===== config.mk =====
export PLATFORM = sky130hd
export DESIGN_NAME = bmp_stream_to_rgb565_pixels
export DESIGN_NICKNAME = d
export VERILOG_FILES = /design/src/rtl/bmprgb_pkg.sv /design/src/rtl/bmprgb_front.sv /design/src/rtl/bmprgb_queue.sv /design/src/rtl/bmprgb_back.sv /design/src/rtl/bmp_stream_to_rgb565_pixels.sv
export VERILOG_INCLUDE_DIRS = /design/src /design/src/rtl
export SDC_FILE = /design/constraint.sdc
export NUM_CORES = 1
export LEC_CHECK = 0
export BUFFER_PORTS_ARGS = -buffer_cell sky130_fd_sc_hd__buf_4
export CELL_PAD_IN_SITES_DETAIL_PLACEMENT = 1
export CELL_PAD_IN_SITES_GLOBAL_PLACEMENT = 1
export CORE_ASPECT_RATIO = 1.1
export CORE_UTILIZATION = 50
export DETAILED_ROUTE_END_ITERATION = 8
export PLACE_DENSITY = 0.86
export RECOVER_POWER = 100
export SETUP_SLACK_MARGIN = 0.2
export SLEW_MARGIN = 15
export SYNTH_ARGS = -nofsm -noshare
export SYNTH_HDL_FRONTEND = slang
export SYNTH_SLANG_ARGS = --single-unit

===== constraint.sdc =====
create_clock -name clock -period 11 [get_ports clock]
set_clock_uncertainty 0.2 [all_clocks]
set_input_delay 1.65 -clock clock [delete_from_list [all_inputs] [get_ports clock]]
set_output_delay 1.65 -clock clock [all_outputs]
set_load 0.01 [all_outputs]

===== src/rtl/assert_macros.svh =====
// Assertion macros shared by the RTL modules
`ifndef ASSERT_MACROS_SVH
`define ASSERT_MACROS_SVH

// Check a property at every clock edge outside reset
`define ASSERT_CLK(label, prop, msg) \
   label: assert property (@(posedge clock) disable iff (reset) (prop)) else $error(msg);

// Check a property at every clock edge, reset included
`define ASSERT_CLK_ALWAYS(label, prop, msg) \
   label: assert property (@(posedge clock) (prop)) else $error(msg);

`endif


===== src/rtl/bmprgb_pkg.sv =====
// Shared types and constants of the BMP to RGB565 pixel decoder
package bmprgb_pkg;

   localparam int MaxDimDefault     = 2048;
   localparam int QueueDepthDefault = 2;

   localparam logic [15:0] BmpSignature = 16'h4D42;
   localparam logic [15:0] Bpp24        = 16'd24;
   localparam logic [15:0] Bpp32        = 16'd32;

   // file byte index at which each header field is complete
   localparam logic [31:0] PosSignatureEnd = 32'd1;
   localparam logic [31:0] PosOffsetEnd    = 32'd13;
   localparam logic [31:0] PosWidthEnd     = 32'd21;
   localparam logic [31:0] PosHeightEnd    = 32'd25;
   localparam logic [31:0] PosDepthEnd     = 32'd29;

   localparam logic [10:0] OriginReset         = 11'd0;
   localparam logic [11:0] LcdWidthReset       = 12'd800;
   localparam logic [11:0] LcdHeightReset      = 12'd480;
   localparam logic [7:0]  AlphaThresholdReset = 8'd50;

   localparam logic [2:0] RegOriginX        = 3'd0;
   localparam logic [2:0] RegOriginY        = 3'd1;
   localparam logic [2:0] RegLcdWidth       = 3'd2;
   localparam logic [2:0] RegLcdHeight      = 3'd3;
   localparam logic [2:0] RegAlphaThreshold = 3'd4;

   typedef enum logic [1:0] {
      KIND_DRAW          = 2'd0,
      KIND_BAD_SIGNATURE = 2'd1,
      KIND_BAD_DEPTH     = 2'd2
   } kind_type;

   typedef enum logic [1:0] {
      OP_ERR_SIGNATURE = 2'd0,
      OP_ERR_DEPTH     = 2'd1,
      OP_PIX_FIRST     = 2'd2,
      OP_PIX           = 2'd3
   } op_code_type;

   typedef struct packed {
      op_code_type code;
      logic [7:0]  data;
      logic [31:0] width;
      logic [31:0] height;
      logic        is32;
   } op_type;

   typedef struct packed {
      logic [10:0] origin_x;
      logic [10:0] origin_y;
      logic [11:0] lcd_width;
      logic [11:0] lcd_height;
      logic [7:0]  alpha_threshold;
   } cfg_type;

endpackage


===== src/rtl/bmprgb_front.sv =====
// Front end: header parse and classification of each file byte into queue ops
`include "assert_macros.svh"

module bmprgb_front (
   input  logic                clock,
   input  logic                reset,
   input  logic                in_valid,
   output logic                in_ready,
   input  logic [7:0]          in_byte,
   input  logic                in_sof,
   output logic                push,
   output bmprgb_pkg::op_type  push_op,
   input  logic                queue_full
);
   import bmprgb_pkg::*;

   typedef enum logic [3:0] {
      PH_HEADER = 4'b0001,
      PH_SKIP   = 4'b0010,
      PH_PIXELS = 4'b0100,
      PH_DONE   = 4'b1000
   } phase_type;

   phase_type   phase_ff, phase_in, phase_cur;
   logic [31:0] count_ff, count_in;
   logic [31:0] shift_ff, shift_in, shift_new;
   logic [31:0] offset_ff, offset_in;
   logic [31:0] width_ff, width_in;
   logic [31:0] height_ff, height_in;
   logic        is32_ff, is32_in;
   logic [31:0] pos;
   logic        accept;
   logic        restart, in_done;

   assign in_ready  = !queue_full;
   assign accept    = in_valid && !queue_full;
   assign pos       = in_sof ? 32'd0 : count_ff;
   assign phase_cur = in_sof ? PH_HEADER : phase_ff;
   assign shift_new = {in_byte, (in_sof ? 24'd0 : shift_ff[31:8])};
   assign restart   = accept && in_sof;
   assign in_done   = (phase_ff == PH_DONE);

   always_comb begin
      phase_in       = phase_ff;
      count_in       = count_ff;
      shift_in       = shift_ff;
      offset_in      = offset_ff;
      width_in       = width_ff;
      height_in      = height_ff;
      is32_in        = is32_ff;
      push           = 1'b0;
      push_op.code   = OP_PIX;
      push_op.data   = in_byte;
      push_op.width  = width_ff;
      push_op.height = height_ff;
      push_op.is32   = is32_ff;
      if (accept) begin
         phase_in = phase_cur;
         // saturate the byte index at all ones
         count_in = (pos == '1) ? pos : pos + 32'd1;
         case (phase_cur)
            PH_HEADER: begin
               shift_in = shift_new;
               if (pos == PosSignatureEnd) begin
                  if (shift_new[31:16] != BmpSignature) begin
                     phase_in     = PH_DONE;
                     push         = 1'b1;
                     push_op.code = OP_ERR_SIGNATURE;
                  end
               end else if (pos == PosOffsetEnd) begin
                  offset_in = shift_new;
               end else if (pos == PosWidthEnd) begin
                  width_in = shift_new;
               end else if (pos == PosHeightEnd) begin
                  height_in = shift_new;
               end else if (pos == PosDepthEnd) begin
                  is32_in = (shift_new[31:16] == Bpp32);
                  if (shift_new[31:16] != Bpp24 && shift_new[31:16] != Bpp32) begin
                     phase_in     = PH_DONE;
                     push         = 1'b1;
                     push_op.code = OP_ERR_DEPTH;
                  end else begin
                     phase_in = PH_SKIP;
                  end
               end
            end
            PH_SKIP: begin
               if (pos >= offset_ff) begin
                  phase_in     = PH_PIXELS;
                  push         = 1'b1;
                  push_op.code = OP_PIX_FIRST;
               end
            end
            PH_PIXELS: begin
               push = 1'b1;
            end
            default: begin
            end
         endcase
      end
   end

   always_ff @(posedge clock) begin
      if (reset) begin
         phase_ff <= PH_HEADER;
         count_ff <= '0;
         shift_ff <= '0;
      end else begin
         phase_ff <= phase_in;
         count_ff <= count_in;
         shift_ff <= shift_in;
      end
   end

   always_ff @(posedge clock) begin
      offset_ff <= offset_in;
      width_ff  <= width_in;
      height_ff <= height_in;
      is32_ff   <= is32_in;
   end

   `ASSERT_CLK(a_done_holds, (in_done && !restart) |=> in_done, "done left without a new file")

endmodule


===== src/rtl/bmprgb_queue.sv =====
// Short op queue between the front end and the pixel back end
`include "assert_macros.svh"

module bmprgb_queue #(
   parameter int Depth = bmprgb_pkg::QueueDepthDefault
) (
   input  logic                clock,
   input  logic                reset,
   input  logic                push,
   input  bmprgb_pkg::op_type  push_op,
   output logic                full,
   input  logic                pop,
   output bmprgb_pkg::op_type  pop_op,
   output logic                not_empty
);
   import bmprgb_pkg::*;

   localparam int PtrW = (Depth > 1) ? $clog2(Depth) : 1;
   localparam int CntW = $clog2(Depth + 1);

   op_type            mem_ff [Depth];
   logic [PtrW-1:0]   wr_ptr_ff, wr_ptr_in;
   logic [PtrW-1:0]   rd_ptr_ff, rd_ptr_in;
   logic [CntW-1:0]   cnt_ff, cnt_in;

   assign full      = (cnt_ff == CntW'(Depth));
   assign not_empty = (cnt_ff != '0);
   assign pop_op    = mem_ff[rd_ptr_ff];

   always_comb begin
      wr_ptr_in = wr_ptr_ff;
      rd_ptr_in = rd_ptr_ff;
      cnt_in    = cnt_ff;
      if (push) begin
         wr_ptr_in = (wr_ptr_ff == PtrW'(Depth - 1)) ? '0 : wr_ptr_ff + 1'b1;
      end
      if (pop) begin
         rd_ptr_in = (rd_ptr_ff == PtrW'(Depth - 1)) ? '0 : rd_ptr_ff + 1'b1;
      end
      if (push && !pop) begin
         cnt_in = cnt_ff + 1'b1;
      end else if (pop && !push) begin
         cnt_in = cnt_ff - 1'b1;
      end
   end

   always_ff @(posedge clock) begin
      if (reset) begin
         wr_ptr_ff <= '0;
         rd_ptr_ff <= '0;
         cnt_ff    <= '0;
      end else begin
         wr_ptr_ff <= wr_ptr_in;
         rd_ptr_ff <= rd_ptr_in;
         cnt_ff    <= cnt_in;
      end
   end

   always_ff @(posedge clock) begin
      if (push) begin
         mem_ff[wr_ptr_ff] <= push_op;
      end
   end

   `ASSERT_CLK(a_no_overflow, !(push && full), "op pushed into a full queue")
   `ASSERT_CLK(a_no_underflow, pop |-> not_empty, "op popped from an empty queue")

endmodule


===== src/rtl/bmprgb_back.sv =====
// Back end: row and column tracking, clipping, RGB565 packing and result register
`include "assert_macros.svh"

module bmprgb_back #(
   parameter int MaxDim = bmprgb_pkg::MaxDimDefault
) (
   input  logic                clock,
   input  logic                reset,
   input  bmprgb_pkg::cfg_type cfg,
   input  logic                op_valid,
   input  bmprgb_pkg::op_type  op,
   output logic                pop,
   output logic                out_valid,
   input  logic                out_ready,
   output logic [1:0]          out_kind,
   output logic [10:0]         out_x,
   output logic [10:0]         out_y,
   output logic [15:0]         out_color
);
   import bmprgb_pkg::*;

   localparam int CapMax = (MaxDim < 4095) ? MaxDim : 4095;
   localparam int RowW   = $clog2(CapMax + 1);

   // pixel state
   logic            done_ff, done_in;
   logic [RowW-1:0] rows_ff, rows_in;
   logic [31:0]     idx_ff, idx_in;
   logic [1:0]      within_ff, within_in;
   logic            pad_mode_ff, pad_mode_in;
   logic [1:0]      pad_left_ff, pad_left_in;
   logic [23:0]     pb_ff, pb_in;
   logic [31:0]     w_ff, w_in;
   logic [31:0]     h_ff, h_in;
   logic            is32_ff, is32_in;

   // result register
   logic            out_valid_ff, out_valid_in;
   kind_type        kind_ff, kind_in;
   logic [10:0]     x_ff, x_in;
   logic [10:0]     y_ff, y_in;
   logic [15:0]     color_ff, color_in;

   // values of this beat, with the restart of a new image folded in
   logic            first, take;
   logic [31:0]     w, h, idx;
   logic            is32, done_c, pad_mode;
   logic [RowW-1:0] rows, rows1;
   logic [1:0]      byte_sel, bpb_last;
   logic [11:0]     lw, lh, rows12, rows1_12, y1;
   logic [12:0]     y0_plus_h;
   logic            stop_cols, stop_rows, col_vis, h_ge_lh, row_end;
   logic [23:0]     pb_new;
   logic [15:0]     color;
   logic            is_error, blank_fields;

   assign first    = (op.code == OP_PIX_FIRST);
   assign take     = op_valid && (!out_valid_ff || out_ready);
   assign pop      = take;

   assign w        = first ? op.width  : w_ff;
   assign h        = first ? op.height : h_ff;
   assign is32     = first ? op.is32   : is32_ff;
   assign done_c   = first ? 1'b0 : done_ff;
   assign rows     = first ? '0 : rows_ff;
   assign idx      = first ? 32'd0 : idx_ff;
   assign byte_sel = first ? 2'd0 : within_ff;
   assign pad_mode = first ? 1'b0 : pad_mode_ff;
   assign bpb_last = is32 ? 2'd3 : 2'd2;
   assign rows1    = rows + 1'b1;
   assign rows12   = 12'(rows);
   assign rows1_12 = 12'(rows1);

   assign lw = (cfg.lcd_width  > 12'(CapMax)) ? 12'(CapMax) : cfg.lcd_width;
   assign lh = (cfg.lcd_height > 12'(CapMax)) ? 12'(CapMax) : cfg.lcd_height;

   assign stop_cols = (w == 32'd0) || ({1'b0, cfg.origin_x} >= lw);
   assign stop_rows = ({20'd0, rows12} >= h) ||
                      (({2'b0, cfg.origin_y} + {1'b0, rows12}) >= {1'b0, lh});

   // bottom clip row: either the display edge or the image's own bottom
   assign h_ge_lh   = (h >= {20'd0, lh});
   assign y0_plus_h = {2'b0, cfg.origin_y} + {1'b0, h[11:0]};
   assign y1        = (h_ge_lh || y0_plus_h >= {1'b0, lh}) ? lh : y0_plus_h[11:0];

   assign col_vis = (idx[31:12] == 20'd0) &&
                    (({2'b0, cfg.origin_x} + {1'b0, idx[11:0]}) < {1'b0, lw});

   always_comb begin
      case (byte_sel)
         2'd0:    pb_new = {pb_ff[23:8], op.data};
         2'd1:    pb_new = {pb_ff[23:16], op.data, pb_ff[7:0]};
         2'd2:    pb_new = {op.data, pb_ff[15:0]};
         default: pb_new = pb_ff;
      endcase
   end

   assign color = {pb_new[23:19], pb_new[15:10], pb_new[7:3]};

   always_comb begin
      done_in      = done_ff;
      rows_in      = rows_ff;
      idx_in       = idx_ff;
      within_in    = within_ff;
      pad_mode_in  = pad_mode_ff;
      pad_left_in  = pad_left_ff;
      pb_in        = pb_ff;
      w_in         = w_ff;
      h_in         = h_ff;
      is32_in      = is32_ff;
      out_valid_in = out_valid_ff && !out_ready;
      kind_in      = kind_ff;
      x_in         = x_ff;
      y_in         = y_ff;
      color_in     = color_ff;
      row_end      = 1'b0;
      if (take) begin
         out_valid_in = 1'b0;
         case (op.code)
            OP_ERR_SIGNATURE, OP_ERR_DEPTH: begin
               out_valid_in = 1'b1;
               kind_in      = (op.code == OP_ERR_SIGNATURE) ? KIND_BAD_SIGNATURE
                                                            : KIND_BAD_DEPTH;
               x_in         = '0;
               y_in         = '0;
               color_in     = '0;
            end
            default: begin
               w_in        = w;
               h_in        = h;
               is32_in     = is32;
               done_in     = done_c;
               rows_in     = rows;
               idx_in      = idx;
               within_in   = byte_sel;
               pad_mode_in = pad_mode;
               if (!done_c) begin
                  if (stop_cols || stop_rows) begin
                     done_in = 1'b1;
                  end else if (!pad_mode) begin
                     pb_in = pb_new;
                     if (byte_sel == bpb_last) begin
                        if (col_vis && (!is32 || op.data >= cfg.alpha_threshold)) begin
                           out_valid_in = 1'b1;
                           kind_in      = KIND_DRAW;
                           x_in         = cfg.origin_x + idx[10:0];
                           y_in         = 11'(y1 - 12'd1 - rows12);
                           color_in     = color;
                        end
                        within_in = 2'd0;
                        if (idx + 32'd1 == w) begin
                           idx_in = 32'd0;
                           // 24-bit rows pad 3*width up to a multiple of four
                           if (is32 || w[1:0] == 2'd0) begin
                              row_end = 1'b1;
                           end else begin
                              pad_mode_in = 1'b1;
                              pad_left_in = w[1:0];
                           end
                        end else begin
                           idx_in = idx + 32'd1;
                        end
                     end else begin
                        within_in = byte_sel + 2'd1;
                     end
                  end else begin
                     if (pad_left_ff == 2'd1) begin
                        row_end = 1'b1;
                     end else begin
                        pad_left_in = pad_left_ff - 2'd1;
                     end
                  end
                  if (row_end) begin
                     pad_mode_in = 1'b0;
                     within_in   = 2'd0;
                     idx_in      = 32'd0;
                     rows_in     = rows1;
                     if (({20'd0, rows1_12} >= h) ||
                         (({2'b0, cfg.origin_y} + {1'b0, rows1_12}) >= {1'b0, lh})) begin
                        done_in = 1'b1;
                     end
                  end
               end
            end
         endcase
      end
   end

   always_ff @(posedge clock) begin
      if (reset) begin
         done_ff      <= 1'b0;
         rows_ff      <= '0;
         idx_ff       <= '0;
         within_ff    <= '0;
         pad_mode_ff  <= 1'b0;
         pad_left_ff  <= '0;
         out_valid_ff <= 1'b0;
      end else begin
         done_ff      <= done_in;
         rows_ff      <= rows_in;
         idx_ff       <= idx_in;
         within_ff    <= within_in;
         pad_mode_ff  <= pad_mode_in;
         pad_left_ff  <= pad_left_in;
         out_valid_ff <= out_valid_in;
      end
   end

   always_ff @(posedge clock) begin
      pb_ff    <= pb_in;
      w_ff     <= w_in;
      h_ff     <= h_in;
      is32_ff  <= is32_in;
      kind_ff  <= kind_in;
      x_ff     <= x_in;
      y_ff     <= y_in;
      color_ff <= color_in;
   end

   assign out_valid = out_valid_ff;
   assign out_kind  = kind_ff;
   assign out_x     = x_ff;
   assign out_y     = y_ff;
   assign out_color = color_ff;

   assign is_error     = out_valid_ff && (kind_ff != KIND_DRAW);
   assign blank_fields = (x_ff == '0) && (y_ff == '0) && (color_ff == '0);

   `ASSERT_CLK(a_error_blank, is_error |-> blank_fields, "error result carries pixel data")

endmodule


===== src/rtl/bmp_stream_to_rgb565_pixels.sv =====
// Top level of the BMP byte stream to RGB565 pixel decoder with its register port
// A byte's result is registered in the queue and then in the result register.
// Throughput: one byte per cycle unless the queue is full; the back end retires one op per cycle.
// The back end stalls only while its result register is full and not taken; the queue holds 2 ops.
// Reset is synchronous: parse state clears, origin 0, display 800 x 480, alpha threshold 50.
// No clearing pass follows reset; the first byte may be accepted right after it.
module bmp_stream_to_rgb565_pixels #(
   parameter int MaxDim     = bmprgb_pkg::MaxDimDefault,
   parameter int QueueDepth = bmprgb_pkg::QueueDepthDefault
) (
   input  logic        clock,
   input  logic        reset,
   input  logic        req_valid,
   output logic        req_ready,
   input  logic [7:0]  req_data_byte,
   input  logic        req_start_of_file,
   output logic        rsp_valid,
   input  logic        rsp_ready,
   output logic [1:0]  rsp_kind,
   output logic [10:0] rsp_pixel_x,
   output logic [10:0] rsp_pixel_y,
   output logic [15:0] rsp_color,
   input  logic        csr_psel,
   input  logic        csr_penable,
   input  logic        csr_pwrite,
   input  logic [4:0]  csr_paddr,
   input  logic [31:0] csr_pwdata,
   output logic [31:0] csr_prdata,
   output logic        csr_pready
);
   import bmprgb_pkg::*;

   cfg_type     cfg_ff, cfg_in;
   logic        csr_wr;
   logic [2:0]  csr_index;
   logic        push, pop, queue_full, queue_not_empty;
   op_type      push_op, pop_op;

   assign csr_pready = 1'b1;
   assign csr_index  = csr_paddr[4:2];
   assign csr_wr     = csr_psel && csr_penable && csr_pwrite;

   always_comb begin
      cfg_in = cfg_ff;
      if (csr_wr) begin
         case (csr_index)
            RegOriginX:        cfg_in.origin_x        = csr_pwdata[10:0];
            RegOriginY:        cfg_in.origin_y        = csr_pwdata[10:0];
            RegLcdWidth:       cfg_in.lcd_width       = csr_pwdata[11:0];
            RegLcdHeight:      cfg_in.lcd_height      = csr_pwdata[11:0];
            RegAlphaThreshold: cfg_in.alpha_threshold = csr_pwdata[7:0];
            default: begin
            end
         endcase
      end
   end

   always_comb begin
      case (csr_index)
         RegOriginX:        csr_prdata = {21'd0, cfg_ff.origin_x};
         RegOriginY:        csr_prdata = {21'd0, cfg_ff.origin_y};
         RegLcdWidth:       csr_prdata = {20'd0, cfg_ff.lcd_width};
         RegLcdHeight:      csr_prdata = {20'd0, cfg_ff.lcd_height};
         RegAlphaThreshold: csr_prdata = {24'd0, cfg_ff.alpha_threshold};
         default:           csr_prdata = 32'd0;
      endcase
   end

   always_ff @(posedge clock) begin
      if (reset) begin
         cfg_ff.origin_x        <= OriginReset;
         cfg_ff.origin_y        <= OriginReset;
         cfg_ff.lcd_width       <= LcdWidthReset;
         cfg_ff.lcd_height      <= LcdHeightReset;
         cfg_ff.alpha_threshold <= AlphaThresholdReset;
      end else begin
         cfg_ff <= cfg_in;
      end
   end

   bmprgb_front u_front (
      .clock      (clock),
      .reset      (reset),
      .in_valid   (req_valid),
      .in_ready   (req_ready),
      .in_byte    (req_data_byte),
      .in_sof     (req_start_of_file),
      .push       (push),
      .push_op    (push_op),
      .queue_full (queue_full)
   );

   bmprgb_queue #(
      .Depth (QueueDepth)
   ) u_queue (
      .clock     (clock),
      .reset     (reset),
      .push      (push),
      .push_op   (push_op),
      .full      (queue_full),
      .pop       (pop),
      .pop_op    (pop_op),
      .not_empty (queue_not_empty)
   );

   bmprgb_back #(
      .MaxDim (MaxDim)
   ) u_back (
      .clock     (clock),
      .reset     (reset),
      .cfg       (cfg_ff),
      .op_valid  (queue_not_empty),
      .op        (pop_op),
      .pop       (pop),
      .out_valid (rsp_valid),
      .out_ready (rsp_ready),
      .out_kind  (rsp_kind),
      .out_x     (rsp_pixel_x),
      .out_y     (rsp_pixel_y),
      .out_color (rsp_color)
   );

endmodule


=== Word level (Yosys, flattened, before mapping) ===
Memory sizes are Yosys's and may differ from the RTL's. A register that Yosys moved wholly into a read port is not among the register bits.
Index checks and enable logic that the tools add are counted.
Widths: inputs -> output; s select.

* Flip-flop bits (word level): 395
* Memory bits (writable): 150
* Bits of input ports: 53
* Word-level logic and storage cells: 270
* Memories kept: 1

{| class="wikitable"
|+ Memories
! memory !! depth !! width !! rd ports !! clocked after Yosys merged registers in !! wr ports !! RTL line !! RTL
|-
| u_queue.mem_ff || 2 || 75 || 1 || 1 || 1 || bmprgb_queue.sv:21 || <nowiki>op_type mem_ff [Depth];</nowiki>
|}

* $add $sub $neg: 16
* Order comparisons: 12
* Eq/ne operators: 30
* Muxes and demuxes: 122
* Bitwise operators: 8
* Reduce and logical (&&, ||, !) cells: 51

{| class="wikitable"
|+ Operators by type and width
! operator !! number
|-
| $mux 32 || 11
|-
| $mux 11 || 11
|-
| $eq 32x5->1 const B || 3
|-
| $mux 16 || 5
|-
| $pmux 24 s3 || 1
|-
| $add 32x1->32 const B || 2
|-
| $ge 12x32->1 || 2
|-
| $mux 12 || 5
|-
| $pmux 12 s5 || 1
|-
| $mux 2 || 28
|-
| $add 11x12->13 || 4
|-
| $mux 1 || 47
|-
| $ge 13x12->1 || 3
|-
| $mux 4 || 9
|-
| $eq 32x1->1 const B || 1
|-
| $eq 32x32->1 || 1
|-
| $eq 32x32->1 const B || 1
|-
| $eq 32x4->1 const B || 1
|-
| $ge 32x12->1 || 1
|-
| $ge 32x32->1 || 1
|-
| $logic_not 32->1 || 1
|-
| $gt 12x12->1 const B || 2
|-
| $mux 24 || 1
|-
| $logic_not 20->1 || 1
|-
| 42 further kinds || 96
|}

=== Longest topological paths before layout ===
* Depth in word-level cells: 15
* Mapped depth: 45

=== Cells and area by module ===
Synthesis repeated with hierarchy kept, for this count alone.

* Cell total of the unflattened synthesis: 3,041
* Area total of the unflattened synthesis: 30,789.5 um^2

{| class="wikitable"
|+ Modules (own cells, without submodules)
! module !! times used !! cells an instance !! area an instance (um^2) !! seq. area each (um^2)
|-
| bmprgb_back || 1 || 1,823 || 15,129.5 || 4,654.5
|-
| bmprgb_front || 1 || 680 || 7,234.4 || 4,113.9
|-
| bmprgb_queue || 1 || 255 || 5,636.7 || 4,604.4
|-
| bmp_stream_to_rgb565_pixels || 1 || 283 || 2,788.9 || 1,081.0
|}

=== Least setup slack after synthesis ===
No wires, ideal clock.

* Kind: reg-to-reg
* From: mem u_queue.mem_ff[1][74] (netlist bit)
* To: reg u_back.y_ff[10], in the netlist u_back.out_y[10], data pin
* Library setup time: 263 ps
* Data arrival time: 8,087 ps
* Setup slack: 2,451 ps
* Cell stages (with the launch flop): 46
* Buffers on the path: 8
* Period minus slack after synthesis: 8,549 ps
* Path through: edfxtp_1 -> clkbuf_1 -> and3b_4 -> nor2_1 -> buf_2 -> buf_2 -> buf_2 -> buf_1 -> clkbuf_1 -> clkbuf_1 -> nand2_1 -> o21ai_0 -> ha_1 -> a21o_1 -> a21oi_1 -> o21bai_1 -> a21oi_1 -> o21bai_1 -> [... 10 more ...] -> and3_1 -> and2_1 -> clkbuf_1 -> mux2_2 -> ha_1 -> inv_1 -> fa_1 -> nor2b_1 -> o21ai_0 -> a21boi_0 -> o21ai_0 -> a21boi_0 -> o21a_1 -> o21ai_0 -> mux2i_1 -> a21oi_1 -> o21ai_0 -> o31ai_1

{| class="wikitable"
|+ RTL lines
! element !! RTL line !! RTL
|-
| start: declaration || bmprgb_queue.sv:21 ||
|-
| end signal: assignment || bmprgb_back.sv:216 || <nowiki>y_ff <= y_in;</nowiki>
|-
| end: declaration || bmprgb_back.sv:41 || <nowiki>logic [10:0] y_ff, y_in;</nowiki>
|}

==> metrics.md <==
| Metric | Value |
|---|---|
| Outcome | finished, violations left |
| Failing checks | capacitance limit, slew limit |
| Detailed-route vias per instance | 6.31 |
| Initial antenna violation count | 1 |
| CTS root buf | clkbuf_16 |
| RR Endpoint | u_back.idx_ff[31] |
| PwrDens | 178 mW/mm^2 |
| Final core utilization | 55.7% |
| Post-route cell area | 0.0328 sq mm |
| Worst path arrival time | 10.48 ns |
| Starting Density | 50.9% |
| Syn avg cell area | 10.2 sq um |
| Sw frac | 31.4% |
| Final #Nets | 3240 |
| Share of cells above drive strength 1 | 5.14% |
| CP max-delay cell | clkbuf_1 |
| DR vias | 23900 |
| GRT overflow | 0 |
| WS Path Type | flip-flop to flip-flop |
| Pint | 3.99 mW |
| Port Buffers | 84 |
| Most common cell after layout, fill and taps aside | edfxtp_1 |
| Final Hold Fails | 0 |
| CTS tree | built |
| CP required | 11.34 ns |
| CP max FO | 58 |
| Final worst path period share | 92.2% |
| Final setup margin | 0.861 ns |
| Core ar. | 0.0589 sq mm |
| Largest net degree at the start of global routing | 76 |
| Setup crit start kind | flip-flop |
| Pre-CTS WS | 1.88 ns |
| Clock network fraction of total power | 35.1% |
| Clock sinks | 538 |
| Tmin final | 10.14 ns |
| Total Routing Usage GR | 31.7% |
| Placed Instance Area | 0.0312 sq mm |
| Final wirelength | 98.1 mm |
| Die Ht | 259 microns |
| Commonest non-fill, non-tap cells in the layout | edfxtp_1 (368), nand2_1 (365), ha_1 (198), a21oi_1 (174), nor2_1 (171) |
| CTS H-tree lvls | 2 |
| Final setup viols | 0 |
| Rel. slew slack | -145% |
| Crit path cell chain | nor3b_1 > nor2_4 > buf_4 > clkbuf_1 > nand2_1 > inv_1 > ha_1 > nand4_1 > or4_4 > nor3_1 > nand3_1 > or3_1 > a211oi_1 > nand4_1 > o21ai_0 > buf_4 > o21ai_0 > a31o_2 > a22o_1 |
| Worst hold-check path type | flip-flop to flip-flop |
| Netlist cell types | 92 |
| Num ports | 128 |
| First-pass GRT wire length | 149 mm |
| Post-synth EDFFs | 368 |
| DR DRC count | 0 |
| Crit path capture | u_back.idx_ff[31] |
| Clock-pin slew on the worst setup and hold paths | 0.06 ns |
| Routed len/inst | 25.8 microns |
| RSZ-0062 raised after global routing | no |
| CP endpoint kind | flip-flop |
| Static leakage | 12.6 nW |
| DRT antenna net count | 0 |
| Flop pwr share | 43.2% |
| Worst-margin pin slew | 3.67 ns |
| Slowest stage delay, CP | 2.02 ns |
| Main synth FF type | edfxtp_1 |
| DRT iter0 DRCs | 1928 |
| Cell area after synthesis | 0.0300 sq mm |
| Reg2reg path depth | 19 |
| Clock buffer depth | 3 |
| Hold_buf cts | 0 |
| # Post-CTS Setup Buffers | 0 |
| Fmax | 98.6 MHz |
| Hold WS | 0.246 ns |
| Area growth from synthesis to layout | 9.35% |
| PostCTS Resize Cnt | 0 |
| DIE AREA | 0.0609 sq mm |
| Max-cap viol count | 10 |
| Synth Register Bits | 538 |
| Psw | 1.83 mW |
| Register-to-register setup slack | 0.86 ns |
| Max Slew Vio Count | 554 |
| Worst IR Drop VDD | 0.134 mV |
| Later-pin clock latency in the skew report | 0.65 ns |
| Antenna Cells | 0 |
| Dpl hpwl | 70.5 mm |
| Setup TNS | 0 ns |
| Row count | 93 |
| Yosys warning count | 0 |
| GP Congestion | 0.962 |
| Async SR Flop Fraction | 0% |
| Number of global-route vias before repair | 25100 |
| Die X | 235 microns |
| Synth Instances | 2943 |
| Sequential share of the synthesized area | 48.2% |
| Drt pass-1 iters | 6 |
| Number of buffers created by CTS | 58 |
| Comb pwr share | 21.7% |
power groups by stage:
stage	clock (mW)	sequential, mW	combinational [mW]
floorplan	0	2.51	0.837
global placement	0	2.54	1.19
detailed placement	0	2.55	1.26
CTS	2.06	2.52	1.28
global route	2.13	2.53	1.36
finish	2.04	2.52	1.26
how the worst min path moves through the flow:
stage	startpoint	endpoint	slack (ns)	cells past startpoint
2_1_floorplan	u_front.is32_ff	u_queue.mem_ff[0][0]	0.22	0
3_3_place_gp	u_front.height_ff[28]	u_queue.mem_ff[0][29]	0.22	0
3_5_place_dp	u_front.height_ff[28]	u_queue.mem_ff[0][29]	0.23	0
4_1_cts	u_front.height_ff[28]	u_queue.mem_ff[0][29]	0.25	0
5_1_grt	u_front.height_ff[31]	u_queue.mem_ff[0][32]	0.25	0
6_report	u_front.height_ff[28]	u_queue.mem_ff[0][29]	0.25	0
synth_stat cells, types with 30 or more instances:
cell | n | share of area, %
a21o_1 | 48 | 1.2
a21oi_1 | 174 | 2.9
a22o_1 | 36 | 1.1
and2_1 | 46 | 0.96
and3_1 | 37 | 0.77
buf_4 | 30 | 0.75
clkbuf_1 | 84 | 1.1
dfxtp_1 | 170 | 11
edfxtp_1 | 368 | 37
ha_1 | 198 | 8.3
inv_1 | 152 | 1.9
mux2i_1 | 127 | 4.2
nand2_1 | 365 | 4.6
nand3_1 | 86 | 1.4
nand4_1 | 37 | 0.77
nor2_1 | 172 | 2.2
nor2b_1 | 83 | 1.7
nor3_1 | 43 | 0.72
nor4_1 | 44 | 0.92
o21ai_0 | 124 | 2.1
xnor2_1 | 84 | 2.5
xor2_1 | 37 | 1.1
critical path, delay by kind of cell, from the launching register on:
kind                     cells  cell delay (ns)
AND/OR/NAND/NOR              9             3.52
flip-flops                   1             0.76
AO/OA/AOI/OAI                5             1.73
buffers and inverters        4             3.30
adder cells (fa/ha/maj)      1             0.45
per-stage QoR:
stage	instances	power, mW
after global placement	3684	3.72
after global routing	3794	6.02
after detailed placement	3684	3.82
after floorplan	2962	3.35
final	3794	5.82
after CTS	3794	5.86
layout make-up:
class	count	area (sq um)
Sequential cell	538	14500
Clock buffer	76	1590
Inverter	152	571
Timing Repair Buffer	113	549
Fill cell	6426	26100
Multi-Input combinational cell	2121	14300
Clock inverter	34	379
Tap cell	760	951
state kept, by name (all words and copies together) (netlist names), 4 cells and up, named ones only:
signal / count
u_front.width_ff: 32
u_back.pb_ff: 16
u_back.rows_ff: 12
u_front.height_ff: 32
u_back.out_color: 16
u_front.shift_ff: 24
u_back.h_ff: 32
u_front.phase_ff: 4
cfg_ff: 54
u_back.idx_ff: 32
u_back.w_ff: 32
u_back.out_x: 11
u_front.count_ff: 32
u_queue.mem_ff: 150
u_back.out_y: 11
u_front.offset_ff: 32
cell families after synthesis:
family                   share of synthesized area, %
AO/OA/AOI/OAI                                    12.5
XOR/XNOR                                         3.77
AND/OR/NAND/NOR                                  17.0
adder cells (fa/ha/maj)                          8.60
other                                          0.0251
multiplexers                                     5.48
flip-flops                                       48.2
buffers and inverters                            4.39
routing by layer:
metal	vias up	track usage, %	share of wire, %
met1	12000	38.6	40
met4	2	14.0	4.4
met5	-	0	0.013
li1	10800	-	-
met3	247	4.11	5.8
met2	888	56.4	50
Power figures use the tool's default switching activity.
